==> src/rtl/core/dac_pkg.sv <==
// shared types and constants for the decimal accumulator machine
// micro-operation codes, microcode word layout and datapath flags; no dependencies
package dac_pkg;

    localparam int unsigned MemWords  = 100;
    localparam int unsigned LastCell  = 99;
    localparam int unsigned LinkBase  = 800;
    localparam int unsigned TruncMod  = 1000;
    localparam int unsigned ShiftMod  = 10000;
    localparam int unsigned WordDiv   = 100;
    localparam int unsigned Radix     = 10;

    localparam int unsigned CardW     = 11;
    localparam int unsigned AccW      = 15;
    localparam int unsigned PcW       = 7;
    localparam int unsigned InW       = 16;
    localparam int unsigned OutW      = 40;
    localparam int unsigned UaddrW    = 5;

    localparam logic [3:0] OP_INP = 4'd0;
    localparam logic [3:0] OP_CLA = 4'd1;
    localparam logic [3:0] OP_ADD = 4'd2;
    localparam logic [3:0] OP_TAC = 4'd3;
    localparam logic [3:0] OP_SFT = 4'd4;
    localparam logic [3:0] OP_OUT = 4'd5;
    localparam logic [3:0] OP_STO = 4'd6;
    localparam logic [3:0] OP_SUB = 4'd7;
    localparam logic [3:0] OP_JMP = 4'd8;
    localparam logic [3:0] OP_HRS = 4'd9;

    localparam logic [1:0] ST_RUN     = 2'd0;
    localparam logic [1:0] ST_HALT    = 2'd1;
    localparam logic [1:0] ST_FAULT   = 2'd2;
    localparam logic [1:0] ST_STOPPED = 2'd3;

    typedef enum logic [4:0] {
        UOP_NOP,
        UOP_FETCH,
        UOP_DECODE,
        UOP_INP,
        UOP_RDXY,
        UOP_RDTRUNC,
        UOP_TRUNC,
        UOP_CLA,
        UOP_ADD,
        UOP_SUB,
        UOP_TAC,
        UOP_SFTINIT,
        UOP_SFTL,
        UOP_SFTR,
        UOP_OUT,
        UOP_STO,
        UOP_JMP,
        UOP_HRS,
        UOP_FIN
    } t_uop;

    typedef enum logic [2:0] {
        J_NEXT,
        J_GOTO,
        J_DISPATCH,
        J_LOOP,
        J_DONE
    } t_jmp;

    typedef logic [UaddrW-1:0] t_uaddr;

    localparam t_uaddr UA_FETCH    = 5'd0;
    localparam t_uaddr UA_DECODE   = 5'd1;
    localparam t_uaddr UA_INP      = 5'd2;
    localparam t_uaddr UA_CLA      = 5'd3;
    localparam t_uaddr UA_CLA_LD   = 5'd4;
    localparam t_uaddr UA_ADD      = 5'd5;
    localparam t_uaddr UA_ADD_DO   = 5'd6;
    localparam t_uaddr UA_TAC      = 5'd7;
    localparam t_uaddr UA_TAC_DO   = 5'd8;
    localparam t_uaddr UA_SFT      = 5'd9;
    localparam t_uaddr UA_SFT_L    = 5'd10;
    localparam t_uaddr UA_SFT_R    = 5'd11;
    localparam t_uaddr UA_OUT      = 5'd12;
    localparam t_uaddr UA_OUT_DO   = 5'd13;
    localparam t_uaddr UA_STO      = 5'd14;
    localparam t_uaddr UA_STO_WR   = 5'd15;
    localparam t_uaddr UA_SUB      = 5'd16;
    localparam t_uaddr UA_SUB_DO   = 5'd17;
    localparam t_uaddr UA_JMP      = 5'd18;
    localparam t_uaddr UA_HRS      = 5'd19;
    localparam t_uaddr UA_FIN      = 5'd20;

    typedef struct packed {
        t_uop   op;
        t_jmp   jmp;
        t_uaddr target;
    } t_uword;

    typedef struct packed {
        logic       leave;
        logic       again;
        logic [3:0] opcode;
    } t_dp_flags;

endpackage

==> src/rtl/core/decimal_accumulator_cpu.sv <==
// Decimal accumulator machine (CARDIAC style): one instruction per input transfer.
// Usage:
//   The slave channel carries the card word offered to the instruction; one transfer
//   executes exactly one instruction, and INP is the only one that uses the card.
//   The master channel returns one result per instruction: card taken, output word,
//   run status, program counter and accumulator after the step.
//   tready on the slave side is high whenever the sequencer is idle, even while an
//   earlier result still waits in the output register.
//   An instruction runs as microcode steps: fetch, decode, the opcode's routine and a
//   final step that loads the result; SFT adds one shift per step, left for the tens
//   digit and then right for the units digit of the operand. A stopped machine, a pc
//   past the last cell or a negative word skips straight to the final step.
//   The next transfer can be taken in the cycle after the result loads; the rate is set by
//   the sequencer and the synchronous memory's read and write ports (fetch, operand, write-back).
//   If the receiver stalls, the final step waits until the output register is free.
//   Reset clears pc, accumulator, the stop state and every memory cell (through
//   per-cell valid flags, no clearing pass); cell 0 always reads as 1.
//   After HRS or a fault every further transfer reports status 3 until reset.
// depends on dac_pkg and dac_useq
module decimal_accumulator_cpu (
    input  logic                      i_clk,
    input  logic                      i_rst_n,
    input  logic                      i_s_axis_tvalid,
    output logic                      o_s_axis_tready,
    input  logic [dac_pkg::InW-1:0]   i_s_axis_tdata,   // [10:0] card_value
    output logic                      o_m_axis_tvalid,
    input  logic                      i_m_axis_tready,
    // [0] card_taken, [1] out_valid, [12:2] out_word, [14:13] run_status,
    // [21:15] program_counter, [36:22] accumulator_value
    output logic [dac_pkg::OutW-1:0]  o_m_axis_tdata
);
    import dac_pkg::*;

    localparam logic signed [CardW-1:0] CardMax = CardW'(TruncMod - 1);

    // quotient digit of v / unit for v below ten units
    function automatic logic [3:0] f_digit(input logic [16:0] v, input logic [16:0] unit);
        logic [3:0] q;
        q = '0;
        for (int k = 1; k < 10; k++) begin
            if (v >= 17'(k) * unit) q = 4'(k);
        end
        return q;
    endfunction

    function automatic logic [AccW-1:0] f_mag(input logic signed [AccW-1:0] a);
        return a[AccW-1] ? AccW'(-a) : AccW'(a);
    endfunction

    // remainder by 1000, truncated toward zero
    function automatic logic signed [CardW-1:0] f_rem1000(input logic signed [AccW-1:0] a);
        logic [16:0]             m;
        logic [3:0]              q;
        logic [16:0]             r;
        logic signed [CardW-1:0] rs;
        m  = 17'(f_mag(a));
        q  = f_digit(m, 17'(TruncMod));
        r  = m - 17'(q) * 17'(TruncMod);
        rs = signed'(r[CardW-1:0]);
        return a[AccW-1] ? -rs : rs;
    endfunction

    // (a * 10) rem 10000, sign kept
    function automatic logic signed [AccW-1:0] f_shl(input logic signed [AccW-1:0] a);
        logic [16:0]            p;
        logic [3:0]             q;
        logic [16:0]            r;
        logic signed [AccW-1:0] rs;
        p  = 17'(f_mag(a)) * 17'(Radix);
        q  = f_digit(p, 17'(ShiftMod));
        r  = p - 17'(q) * 17'(ShiftMod);
        rs = signed'(r[AccW-1:0]);
        return a[AccW-1] ? -rs : rs;
    endfunction

    // a / 10 truncated toward zero; reciprocal exact for magnitudes below 10000
    function automatic logic signed [AccW-1:0] f_shr(input logic signed [AccW-1:0] a);
        logic [28:0]            prod;
        logic signed [AccW-1:0] rs;
        prod = 29'(f_mag(a)) * 29'd6554;
        rs   = signed'({2'b00, prod[28:16]});
        return a[AccW-1] ? -rs : rs;
    endfunction

    // architectural state
    logic [PcW-1:0]          r_pc, n_pc;
    logic signed [AccW-1:0]  r_acc, n_acc;
    logic [1:0]              r_stop, n_stop;
    logic [MemWords-1:0]     r_vld;
    logic signed [CardW-1:0] r_mem [0:MemWords-1];

    // working registers
    logic signed [CardW-1:0] r_card;
    logic [PcW-1:0]          r_xy, n_xy;
    logic signed [CardW-1:0] r_t, n_t;
    logic [3:0]              r_cnt_l, n_cnt_l;
    logic [3:0]              r_cnt_r, n_cnt_r;
    logic                    r_res_taken, n_res_taken;
    logic                    r_res_ovalid, n_res_ovalid;
    logic signed [CardW-1:0] r_res_oword, n_res_oword;
    logic [1:0]              r_res_status, n_res_status;
    logic signed [CardW-1:0] r_rd_data;
    logic                    r_rd_vld;
    logic                    r_rd_one;
    logic                    r_o_valid;
    logic [OutW-1:0]         r_o_tdata;

    logic                    busy;
    logic                    in_xfer;
    logic                    out_free;
    logic                    out_load;
    t_uop                    uop;
    t_dp_flags               flags;
    logic                    fault;
    logic                    wr_en;
    logic [PcW-1:0]          rd_addr;
    logic [PcW-1:0]          wr_addr;
    logic signed [CardW-1:0] wr_val;
    logic signed [CardW-1:0] wr_data;
    logic                    wr_fault;
    logic [16:0]             wr_v17;
    logic [3:0]              wr_q;
    logic [16:0]             wr_m;
    logic [CardW-1:0]        link_val;
    logic signed [CardW-1:0] rd_word;
    logic [16:0]             ir17;
    logic [3:0]              dec_op;
    logic [PcW-1:0]          dec_xy;
    logic [3:0]              sft_q;
    logic signed [CardW-1:0] acc_rem;
    logic signed [AccW-1:0]  acc_shl;
    logic signed [AccW-1:0]  acc_shr;

    dac_useq u_useq (
        .i_clk      (i_clk),
        .i_rst_n    (i_rst_n),
        .i_start    (in_xfer),
        .i_out_free (out_free),
        .i_flags    (flags),
        .o_busy     (busy),
        .o_uop      (uop)
    );

    assign o_s_axis_tready = !busy;
    assign in_xfer         = i_s_axis_tvalid && !busy;
    assign out_free        = !r_o_valid || i_m_axis_tready;
    assign out_load        = (uop == UOP_FIN) && out_free;

    // cell 0 is wired to 1, unwritten cells read as zero
    assign rd_word = r_rd_one ? CardW'(1) : (r_rd_vld ? r_rd_data : '0);

    assign ir17   = 17'(rd_word[CardW-2:0]);
    assign dec_op = f_digit(ir17, 17'(WordDiv));
    assign dec_xy = PcW'(ir17 - 17'(dec_op) * 17'(WordDiv));
    assign sft_q  = f_digit(17'(r_xy), 17'(Radix));

    assign acc_rem = f_rem1000(r_acc);
    assign acc_shl = f_shl(r_acc);
    assign acc_shr = f_shr(r_acc);

    // write port operands
    always_comb begin
        wr_addr = (uop == UOP_JMP) ? PcW'(LastCell) : r_xy;
        case (uop)
            UOP_INP: wr_val = r_card;
            UOP_JMP: wr_val = signed'(CardW'(r_pc));
            default: wr_val = r_t;
        endcase
    end

    assign wr_fault = (wr_addr == '0) || ((wr_addr == PcW'(LastCell)) && wr_val[CardW-1]);
    assign wr_v17   = 17'(wr_val[CardW-2:0]);
    assign wr_q     = f_digit(wr_v17, 17'(WordDiv));
    assign wr_m     = wr_v17 - 17'(wr_q) * 17'(WordDiv);
    assign link_val = CardW'(LinkBase) + wr_m[CardW-1:0];
    assign wr_data  = (wr_addr == PcW'(LastCell)) ? signed'(link_val) : wr_val;

    always_comb begin
        n_pc         = r_pc;
        n_acc        = r_acc;
        n_stop       = r_stop;
        n_xy         = r_xy;
        n_t          = r_t;
        n_cnt_l      = r_cnt_l;
        n_cnt_r      = r_cnt_r;
        n_res_taken  = r_res_taken;
        n_res_ovalid = r_res_ovalid;
        n_res_oword  = r_res_oword;
        n_res_status = r_res_status;
        rd_addr      = r_xy;
        wr_en        = 1'b0;
        fault        = 1'b0;
        flags.leave  = 1'b0;
        flags.again  = 1'b0;
        flags.opcode = dec_op;
        case (uop)
            UOP_FETCH: begin
                n_res_taken  = 1'b0;
                n_res_ovalid = 1'b0;
                n_res_oword  = '0;
                n_res_status = ST_RUN;
                if (r_stop != ST_RUN) begin
                    n_res_status = ST_STOPPED;
                    flags.leave  = 1'b1;
                end else if (r_pc > PcW'(LastCell)) begin
                    fault = 1'b1;
                end else begin
                    rd_addr = r_pc;
                    n_pc    = r_pc + PcW'(1);
                end
            end
            UOP_DECODE: begin
                if (rd_word[CardW-1]) begin
                    fault = 1'b1;
                end else begin
                    n_xy = dec_xy;
                end
            end
            UOP_INP: begin
                n_res_taken = 1'b1;
                if ((r_card > CardMax) || (r_card < -CardMax) || wr_fault) begin
                    fault = 1'b1;
                end else begin
                    wr_en = 1'b1;
                end
            end
            UOP_RDXY: ;
            UOP_RDTRUNC: n_t = acc_rem;
            UOP_TRUNC:   n_t = acc_rem;
            UOP_CLA:     n_acc = AccW'(rd_word);
            UOP_ADD:     n_acc = AccW'(r_t) + AccW'(rd_word);
            UOP_SUB:     n_acc = AccW'(r_t) - AccW'(rd_word);
            UOP_TAC: begin
                if (r_t[CardW-1]) begin
                    n_pc = r_xy;
                end
            end
            UOP_SFTINIT: begin
                n_cnt_l = sft_q;
                n_cnt_r = 4'(r_xy - PcW'(sft_q) * PcW'(Radix));
            end
            UOP_SFTL: begin
                flags.again = (r_cnt_l != '0);
                if (r_cnt_l != '0) begin
                    n_acc   = acc_shl;
                    n_cnt_l = r_cnt_l - 4'd1;
                end
            end
            UOP_SFTR: begin
                flags.again = (r_cnt_r != '0);
                if (r_cnt_r != '0) begin
                    n_acc   = acc_shr;
                    n_cnt_r = r_cnt_r - 4'd1;
                end
            end
            UOP_OUT: begin
                n_res_ovalid = 1'b1;
                n_res_oword  = rd_word;
            end
            UOP_STO: begin
                if (wr_fault) begin
                    fault = 1'b1;
                end else begin
                    wr_en = 1'b1;
                end
            end
            UOP_JMP: begin
                if (wr_fault) begin
                    fault = 1'b1;
                end else begin
                    wr_en = 1'b1;
                    n_pc  = r_xy;
                end
            end
            UOP_HRS: begin
                n_pc         = r_xy;
                n_res_status = ST_HALT;
                n_stop       = ST_HALT;
            end
            default: ;
        endcase
        // a fault leaves memory and accumulator as they were
        if (fault) begin
            n_res_status = ST_FAULT;
            n_stop       = ST_FAULT;
            n_res_ovalid = 1'b0;
            n_res_oword  = '0;
            flags.leave  = 1'b1;
        end
    end

    // word store, one write and one registered read per cycle
    always_ff @(posedge i_clk) begin
        if (wr_en) begin
            r_mem[wr_addr] <= wr_data;
        end
        r_rd_data <= r_mem[rd_addr];
        r_rd_vld  <= r_vld[rd_addr];
        r_rd_one  <= (rd_addr == '0);
    end

    always_ff @(posedge i_clk) begin
        if (!i_rst_n) begin
            r_vld     <= '0;
            r_pc      <= '0;
            r_acc     <= '0;
            r_stop    <= ST_RUN;
            r_o_valid <= 1'b0;
        end else begin
            if (wr_en) begin
                r_vld[wr_addr] <= 1'b1;
            end
            r_pc   <= n_pc;
            r_acc  <= n_acc;
            r_stop <= n_stop;
            if (out_load) begin
                r_o_valid <= 1'b1;
            end else if (i_m_axis_tready) begin
                r_o_valid <= 1'b0;
            end
        end
    end

    always_ff @(posedge i_clk) begin
        if (in_xfer) begin
            r_card <= signed'(i_s_axis_tdata[CardW-1:0]);
        end
        r_xy         <= n_xy;
        r_t          <= n_t;
        r_cnt_l      <= n_cnt_l;
        r_cnt_r      <= n_cnt_r;
        r_res_taken  <= n_res_taken;
        r_res_ovalid <= n_res_ovalid;
        r_res_oword  <= n_res_oword;
        r_res_status <= n_res_status;
        if (out_load) begin
            r_o_tdata <= {3'b000, r_acc, r_pc, r_res_status, r_res_oword,
                          r_res_ovalid, r_res_taken};
        end
    end

    assign o_m_axis_tvalid = r_o_valid;
    assign o_m_axis_tdata  = r_o_tdata;

endmodule

==> src/rtl/core/dac_useq.sv <==
// microcode sequencer: step counter, control store and jump logic
// depends on dac_pkg for the micro-op codes and the control word layout
module dac_useq (
    input  logic               i_clk,
    input  logic               i_rst_n,
    input  logic               i_start,
    input  logic               i_out_free,
    input  dac_pkg::t_dp_flags i_flags,
    output logic               o_busy,
    output dac_pkg::t_uop      o_uop
);
    import dac_pkg::*;

    logic   r_busy, n_busy;
    t_uaddr r_upc, n_upc;
    t_uword uw;

    function automatic t_uword f_urom(input t_uaddr a);
        t_uword w;
        case (a)
            UA_FETCH:  w = '{UOP_FETCH,   J_NEXT,     UA_DECODE};
            UA_DECODE: w = '{UOP_DECODE,  J_DISPATCH, UA_FIN};
            UA_INP:    w = '{UOP_INP,     J_GOTO,     UA_FIN};
            UA_CLA:    w = '{UOP_RDXY,    J_NEXT,     UA_CLA_LD};
            UA_CLA_LD: w = '{UOP_CLA,     J_GOTO,     UA_FIN};
            UA_ADD:    w = '{UOP_RDTRUNC, J_NEXT,     UA_ADD_DO};
            UA_ADD_DO: w = '{UOP_ADD,     J_GOTO,     UA_FIN};
            UA_TAC:    w = '{UOP_TRUNC,   J_NEXT,     UA_TAC_DO};
            UA_TAC_DO: w = '{UOP_TAC,     J_GOTO,     UA_FIN};
            UA_SFT:    w = '{UOP_SFTINIT, J_NEXT,     UA_SFT_L};
            UA_SFT_L:  w = '{UOP_SFTL,    J_LOOP,     UA_SFT_R};
            UA_SFT_R:  w = '{UOP_SFTR,    J_LOOP,     UA_FIN};
            UA_OUT:    w = '{UOP_RDXY,    J_NEXT,     UA_OUT_DO};
            UA_OUT_DO: w = '{UOP_OUT,     J_GOTO,     UA_FIN};
            UA_STO:    w = '{UOP_TRUNC,   J_NEXT,     UA_STO_WR};
            UA_STO_WR: w = '{UOP_STO,     J_GOTO,     UA_FIN};
            UA_SUB:    w = '{UOP_RDTRUNC, J_NEXT,     UA_SUB_DO};
            UA_SUB_DO: w = '{UOP_SUB,     J_GOTO,     UA_FIN};
            UA_JMP:    w = '{UOP_JMP,     J_GOTO,     UA_FIN};
            UA_HRS:    w = '{UOP_HRS,     J_GOTO,     UA_FIN};
            UA_FIN:    w = '{UOP_FIN,     J_DONE,     UA_FIN};
            default:   w = '{UOP_NOP,     J_GOTO,     UA_FIN};
        endcase
        return w;
    endfunction

    // entry point of each instruction's routine
    function automatic t_uaddr f_entry(input logic [3:0] op);
        t_uaddr a;
        case (op)
            OP_INP:  a = UA_INP;
            OP_CLA:  a = UA_CLA;
            OP_ADD:  a = UA_ADD;
            OP_TAC:  a = UA_TAC;
            OP_SFT:  a = UA_SFT;
            OP_OUT:  a = UA_OUT;
            OP_STO:  a = UA_STO;
            OP_SUB:  a = UA_SUB;
            OP_JMP:  a = UA_JMP;
            OP_HRS:  a = UA_HRS;
            default: a = UA_FIN;
        endcase
        return a;
    endfunction

    always_comb begin
        uw     = f_urom(r_upc);
        o_uop  = r_busy ? uw.op : UOP_NOP;
        n_busy = r_busy;
        n_upc  = r_upc;
        if (!r_busy) begin
            if (i_start) begin
                n_busy = 1'b1;
                n_upc  = UA_FETCH;
            end
        end else if (i_flags.leave) begin
            n_upc = UA_FIN;
        end else begin
            case (uw.jmp)
                J_NEXT:     n_upc = r_upc + 5'd1;
                J_GOTO:     n_upc = uw.target;
                J_DISPATCH: n_upc = f_entry(i_flags.opcode);
                J_LOOP:     n_upc = i_flags.again ? r_upc : uw.target;
                J_DONE: begin
                    if (i_out_free) begin
                        n_busy = 1'b0;
                    end
                end
                default:    n_upc = UA_FIN;
            endcase
        end
    end

    always_ff @(posedge i_clk) begin
        if (!i_rst_n) begin
            r_busy <= 1'b0;
            r_upc  <= UA_FETCH;
        end else begin
            r_busy <= n_busy;
            r_upc  <= n_upc;
        end
    end

    assign o_busy = r_busy;

endmodule

==> config.mk <==
export PLATFORM = sky130hd
export DESIGN_NAME = decimal_accumulator_cpu
export DESIGN_NICKNAME = d
export VERILOG_FILES = /design/src/rtl/core/dac_pkg.sv /design/src/rtl/core/decimal_accumulator_cpu.sv /design/src/rtl/core/dac_useq.sv
export SDC_FILE = /design/constraint.sdc
export NUM_CORES = 2
export LEC_CHECK = 0
export BUFFER_PORTS_ARGS = -buffer_cell sky130_fd_sc_hd__buf_2
export CORE_UTILIZATION = 64
export DETAILED_ROUTE_END_ITERATION = 12
export PLACE_DENSITY = 0.88
export SETUP_SLACK_MARGIN = 0.2
export SYNTH_ARGS = -nofsm -noshare
export SYNTH_HDL_FRONTEND = slang
export SYNTH_SLANG_ARGS = --single-unit
==> constraint.sdc <==
create_clock -name i_clk -period 10.1 [get_ports i_clk]
set_input_delay 1.515 -clock i_clk [delete_from_list [all_inputs] [get_ports i_clk]]
set_output_delay 1.515 -clock i_clk [all_outputs]
set_load 0.02 [all_outputs]
Word level (Yosys, flattened, before mapping) --
Memories as Yosys holds them, arrays and structs flattened. A register that Yosys moved wholly into a read port is not among the register bits. Cells that the tools add are included. W data, S select, Z words.
Word-level totals: register bits 222, bits in writable memories 1100, bits in read-only memories 496, input port bits 20, output and inout bits 42, memories 3
Cells by class: $add $sub $neg 16, multipliers 7, magnitude comparators 51, equal/unequal tests 30, mux-type cells 110, bitwise operators 3, reduce and logical (&&, ||, !) cells 35
Memory list:
- r_mem | depth 100, bits a word 11, rd ports 1, clocked after Yosys merged registers in 1, write ports 1, line decimal_accumulator_cpu.sv:90 | logic signed [CardW-1:0] r_mem [0:MemWords-1];
- (no name shown) | depth 32, bits a word 13, rd ports 1, clocked after Yosys merged registers in 1, write ports 0, line dac_useq.sv:20 | case (a)
- (no name shown) | depth 16, bits a word 5, rd ports 1, clocked after Yosys merged registers in 0, write ports 0, line dac_useq.sv:50 | case (op)
Operators with widths (count):
- $mux W4 | 42
- $or A100 B100 Y100 | 1
- $ge A10 B10 Y1 const B | 8
- $mux W15 | 5
- $pmux W15 S5 | 1
- $ge A10 B9 Y1 const B | 6
- $ge A15 B13 Y1 const B | 4
- $mux W7 | 8
- $ge A17 B16 Y1 const B | 3
- $ge A17 B17 Y1 const B | 3
- $mux W11 | 4
- $pmux W11 S2 | 2
- $eq A5 B4 Y1 const B | 8
- $mux W5 | 7
- $ge A17 B15 Y1 const B | 2
- $ge A15 B12 Y1 const B | 2
- $neg A15 Y15 | 2
- $pmux W7 S4 | 1
- $mul A15 B12 Y27 const B | 1
- $mux W1 | 26
- $pmux W5 S5 | 1
- $ge A7 B6 Y1 const B | 3
- $ge A7 B7 Y1 const B | 3
- $ge A10 B7 Y1 const B | 2
- 62 further kinds | 107

Depth between registers and ports, before layout --
word-level depth 19, gate-level depth with buffers 38, mapped depth without buffers 38

Hierarchy --
From an unflattened synthesis, not the netlist that was laid out.
Unflattened totals: cells, all modules 4374, area, all modules 62887.8 sq um
Modules (own cells, without submodules):
- decimal_accumulator_cpu | instances 1, cells an instance 4192, area each 61333.8 sq um, seq. area each 38326.8 sq um
- dac_useq | instances 1, cells an instance 182, area each 1554.0 sq um, seq. area each 380.4 sq um

Least setup slack after synthesis --
OpenSTA, ideal clock, no wires.
kind register to register, start point register u_useq.uw[11] (netlist name), end point memory r_mem[0][10] (data pin), library setup time 740 ps, data arrival time 7581 ps, data required time 9360 ps, path slack 1779 ps, stages on the path, launching flop included 25, clock period less this slack 8321 ps, cell sequence dfxtp_1 -> buf_2 -> nor4b_1 -> a22oi_1 -> clkbuf_1 -> a221oi_1 -> inv_1 -> nor2_1 -> nand2_1 -> a21oi_1 -> o21ai_0 -> o41ai_1 -> a21oi_1 -> o32ai_1 -> ha_1 -> ha_1 -> fa_1 -> inv_1 -> ha_1 -> ha_1 -> nor2b_1 -> nor4_1 -> nor3_1 -> xnor2_1 -> a21oi_1
Between the ends: cells in the longest elaborated chain, start to end 17
Ends and longest elaborated chain:
- $mux W5 * | line dac_useq.sv:68 | o_uop = r_busy ? uw.op : UOP_NOP;
- $eq A5 B5 Y1 or $eq A5 B2 Y1 (tied branches) | line decimal_accumulator_cpu.sv:163, decimal_accumulator_cpu.sv:164
- $pmux W11 S2 | line decimal_accumulator_cpu.sv:164 | case (uop)
- $ge A10 B7 Y1 | line decimal_accumulator_cpu.sv:41 | if (v >= 17'(k) * unit) q = 4'(k);
- $mux W1 | line decimal_accumulator_cpu.sv:41
- $mux W4 (8 in series) | line decimal_accumulator_cpu.sv:41
- $mul A4 B5 Y9 | line decimal_accumulator_cpu.sv:174 | assign wr_m = wr_v17 - 17'(wr_q) * 17'(WordDiv);
- $sub A10 B11 Y11 | line decimal_accumulator_cpu.sv:174
- $add A10 B11 Y11 | line decimal_accumulator_cpu.sv:175 | assign link_val = CardW'(LinkBase) + wr_m[CardW-1:0];
- $mux W11 * | line decimal_accumulator_cpu.sv:176 | assign wr_data = (wr_addr == PcW'(LastCell)) ? signed'(link_val) : wr_val;
- net wr_data[10] | line decimal_accumulator_cpu.sv:119 | logic signed [CardW-1:0] wr_data;
- end: declaration | line decimal_accumulator_cpu.sv:90
The timed path passes the listed nets; every way through them passes the cells marked *.

Worst setup path after layout --
start point register r_acc[1], end point register r_acc[14]
Between the ends: cells in the longest elaborated chain, start to end 19
Ends and longest elaborated chain:
- start: declaration | line decimal_accumulator_cpu.sv:87 | logic signed [AccW-1:0] r_acc, n_acc;
- start signal: assignment | line decimal_accumulator_cpu.sv:314 | r_acc <= n_acc;
- $neg A15 Y15 | line decimal_accumulator_cpu.sv:47 | return a[AccW-1] ? AccW'(-a) : AccW'(a);
- $mux W15 * | line decimal_accumulator_cpu.sv:47
- $mul A15 B3 Y16 | line decimal_accumulator_cpu.sv:69 | p = 17'(f_mag(a)) * 17'(Radix);
- $ge A17 B14 Y1 | line decimal_accumulator_cpu.sv:41
- $mux W1 | line decimal_accumulator_cpu.sv:41
- $mux W4 (8 in series) | line decimal_accumulator_cpu.sv:41
- $mul A4 B10 Y11 | line decimal_accumulator_cpu.sv:71 | r = p - 17'(q) * 17'(ShiftMod);
- $sub A15 B15 Y15 | line decimal_accumulator_cpu.sv:71
- $neg A15 Y15 | line decimal_accumulator_cpu.sv:73 | return a[AccW-1] ? -rs : rs;
- $mux W15 | line decimal_accumulator_cpu.sv:73
- $mux W15 | line decimal_accumulator_cpu.sv:244 | if (r_cnt_l != '0) begin
- $pmux W15 S5 * | line decimal_accumulator_cpu.sv:196 | case (uop)
Every way passes the cells marked *; elsewhere a longest branch is shown, timed or not. The select of a mux whose other input is x is not followed. A chain may end at the register's enable or synchronous reset.

==> reports/results.tsv <==
stage	metric	value	unit
status	status	complete, but fails checks	
status	failing checks	design-rule violations	
routing	vias per cell	7.17	
power	Net Sw Frac	25.1	%
cts	clk sinks	1346	
grt	first-pass GRT wire length	260000	um
die	area of the core	96700	sq um
routing	Pre-antenna DRT Iters	11	
final_layout	share of layout cells above drive strength 1	15.4	%
timing	fin crit period	9.05	ns
synthesis	Yosys reg bits	1346	
power	peak supply drop	0.212	mV
synthesis	syn_area_per_cell	14.5	sq um
cts	CTS H-tree depth	3	
power	Clock Power Share	39.1	%
timing	Slew headroom	3.16	%
routing	DRT antenna net count	0	
routing	Routed WL	176000	um
worst_hold_path	HP Class	register to register	
cts	worst-skew pair later-pin latency	0.74	ns
timing	clk_skew	0.0376	ns
cts	CTS Hold Bufs	0	
setup_path	WP buf/inv	6	
place	DP Cell Count	5512	
die	number of cell rows	114	
setup_path	reg2reg start	r_acc[1]	
power	Leak	24.9	nW
synthesis	number of flops mapped to enable cells by yosys	1175	
setup_path	crit path launch	r_acc[1]	
synthesis	Distinct cells, synth	100	
timing	hold_ws	0.427	ns
timing	Max Slew Vio Count	0	
synthesis	cell with the most instances after synthesis	edfxtp_1	
routing	DR iter-0 viols	6751	
power	Gate power share	11.9	%
synthesis	Gate Count Post-Synth	4319	
setup_path	Largest delay share family, worst path	compound AO/OA/AOI/OAI gates	
setup_path	Max Fanout on Critical Path	7	
setup_path	crit path capture type	register	
timing	crit share post-route	89.6	%
timing	RSZ-0062 raised after global routing	false	
cts	clock root cell	clkbuf_16	
final_layout	fin util	70.8	%
cts	CTS tree	yes	
synthesis	synth cell count leaders	edfxtp_1, nand2_1, mux4_2	
die	DIE HEIGHT	314	um
final_layout	synth-to-layout area growth	9.68	%
synthesis	top_reg_cell synth	edfxtp_1	
synthesis	sequential cell area fraction in the yosys report	62.0	%
die	Die W	314	um
setup_path	CP most frequent cell	ha_1	
setup_path	crit path DAT	9.65	ns
final_layout	Post-Layout Cell Count	5738	
synthesis	Syn Std Cell Area	62400	sq um
synthesis	asr flop ratio synth	0	%
die	# IOs	62	
cts	post-CTS setup buffers	0	
cts	post-CTS sizing	0	
timing	Worst-Margin Slew	1.45	ns
power	PD cells	183	nW/um^2
power	Internal	0.00940	W
synthesis	Area contributors post-synth	edfxtp_1, mux4_2, dfxtp_1, ha_1, nand2_1	
die	Initial Utilization	64.6	%
run	maxcap violations	0	
routing	Via Count	41100	
setup_path	Critical Path RT	10.70	ns
cts	CTS buffer count	117	
routing	drt drc	2	
worst_hold_path	HP Start	r_res_taken	
timing	final setup fails	0	
setup_path	Crit Path Class	register to register	
setup_path	CP max-delay cell	xnor2_1	
timing	Post-Route Setup TNS	0	ns
final_layout	nets	4663	
timing	Max Clk Rate	0.110	GHz
routing	DR WL/cell	30.6	um
die	area of the die	98800	sq um
setup_path	kind of start point of the critical path	register	
cts	CTS Buffer Depth	3	
place	Final GP Congestion	0.916	
grt	total track usage	35.7	%
synthesis	top-area cell type share of the netlist area	56.5	%
synthesis	Synth area leader	edfxtp_1	
synthesis	Ys Warns	0	
grt	largest net degree at the start of global routing	129	
grt	total global routing overflow	0	
power	sequential share of power	49.0	%
grt	vias in the first global route	40500	
grt	initial antenna violation count	3	
timing	Final Hold Viols	0	
setup_path	max incr delay on CP	0.59	ns
place	Port Buf Inserts	53	
cts	CTS clk-pin slew, worst paths	0.06	ns
power	Pwr Total	0.0125	W
place	Post-DP HPWL	99800	um
power	P_sw	0.00314	W
## cell type report
class                      instances  area (sq um)
multi-input combinational       2544         22300
fill                            5604         28200
antenna                            3          7.51
tap                             1276          1600
inverter                         221           832
sequential                      1346         38700
clock inverter                    74           946
timing repair buffer             126           882
clock buffer                     148          3210
## final timing paths
| check | end | slack, ns | cells past startpoint |
|---|---|---|---|
| setup / recovery | r_acc[14] | 1.05 | 36 |
| setup reg to reg | r_acc[14] | 1.05 | 36 |
| hold / removal | o_m_axis_tdata[0] | 0.43 | 0 |
| hold reg to reg | o_m_axis_tdata[0] | 0.43 | 0 |
## worst register-to-register path, delay by kind of cell (launching register included)
family	cells	cell delay [ns]
AO/OA/AOI/OAI	12	3.40
XOR/XNOR	4	1.18
adder cells (fa/ha/maj)	7	2.33
buffers and inverters	6	0.73
flip-flops	1	0.44
AND/OR/NAND/NOR	7	0.85
## metrics by stage
step | setup WS (ns) | cell area (sq um)
after floorplan | 1.78 | 62500
after global placement | 1.24 | 64300
after detailed placement | 1.15 | 64300
after CTS | 1.10 | 68500
after global routing | 0.518 | 68500
final | 1.05 | 68500
## flip-flops by register name, summed over array words and instances (netlist names), 2 cells and up
signal	cells
r_pc	7
u_useq.uw	13
u_useq.r_upc	5
r_mem	1100
o_m_axis_tdata	37
r_card	11
r_acc	15
r_stop	2
r_res_status	2
r_rd_data	11
r_xy	7
r_res_oword	11
r_cnt_l	4
r_cnt_r	4
r_t	11
r_vld	100
## power groups by stage
stage	Clock [W]	Sequential (W)	Combinational [W]
after floorplan	0	0.00624	0.00102
after global placement	0	0.00626	0.00136
after detailed placement	0	0.00626	0.00141
after CTS	0.00488	0.00614	0.00145
after global routing	0.00507	0.00615	0.00158
final	0.00491	0.00615	0.00149
## per-layer routing
| metal | wire (um) | GRT usage [%] | vias up |
|---|---|---|---|
| met5 | 11 | 0.0484 | - |
| met4 | 12800 | 21.2 | 2 |
| met3 | 21800 | 7.85 | 843 |
| met2 | 82700 | 56.9 | 3725 |
| met1 | 58300 | 45.4 | 20000 |
| li1 | - | - | 16500 |
## cell families after synthesis
logic type / synth area share (%)
adder cells (fa/ha/maj): 6.68
XOR/XNOR: 1.98
AO/OA/AOI/OAI: 7.91
buffers and inverters: 2.73
flip-flops: 62.0
AND/OR/NAND/NOR: 7.71
multiplexers: 11.0
other: 0.0120
## layout by cell type (no fill, tap or decap), types with 15 or more instances in the layout
cell type,count
conb_1,15
mux4_2,296
and3_1,51
nor3_1,37
o21ai_0,110
buf_2,52
a21o_1,42
a211oi_1,25
edfxtp_1,1175
clkbuf_8,17
a31oi_1,39
nand2b_1,24
xnor2_1,86
xor2_1,49
clkinv_2,30
o21a_1,110
a311oi_1,54
buf_4,68
a21oi_1,138
dfxtp_1,170
fa_1,69
ha_1,218
a22oi_1,23
clkbuf_16,117
inv_1,214
o31ai_1,17
nor2_1,245
nand3_1,125
bufinv_16,19
nand2_1,469
nor2b_1,25
Note: power is estimated with default switching activity, not from simulation.
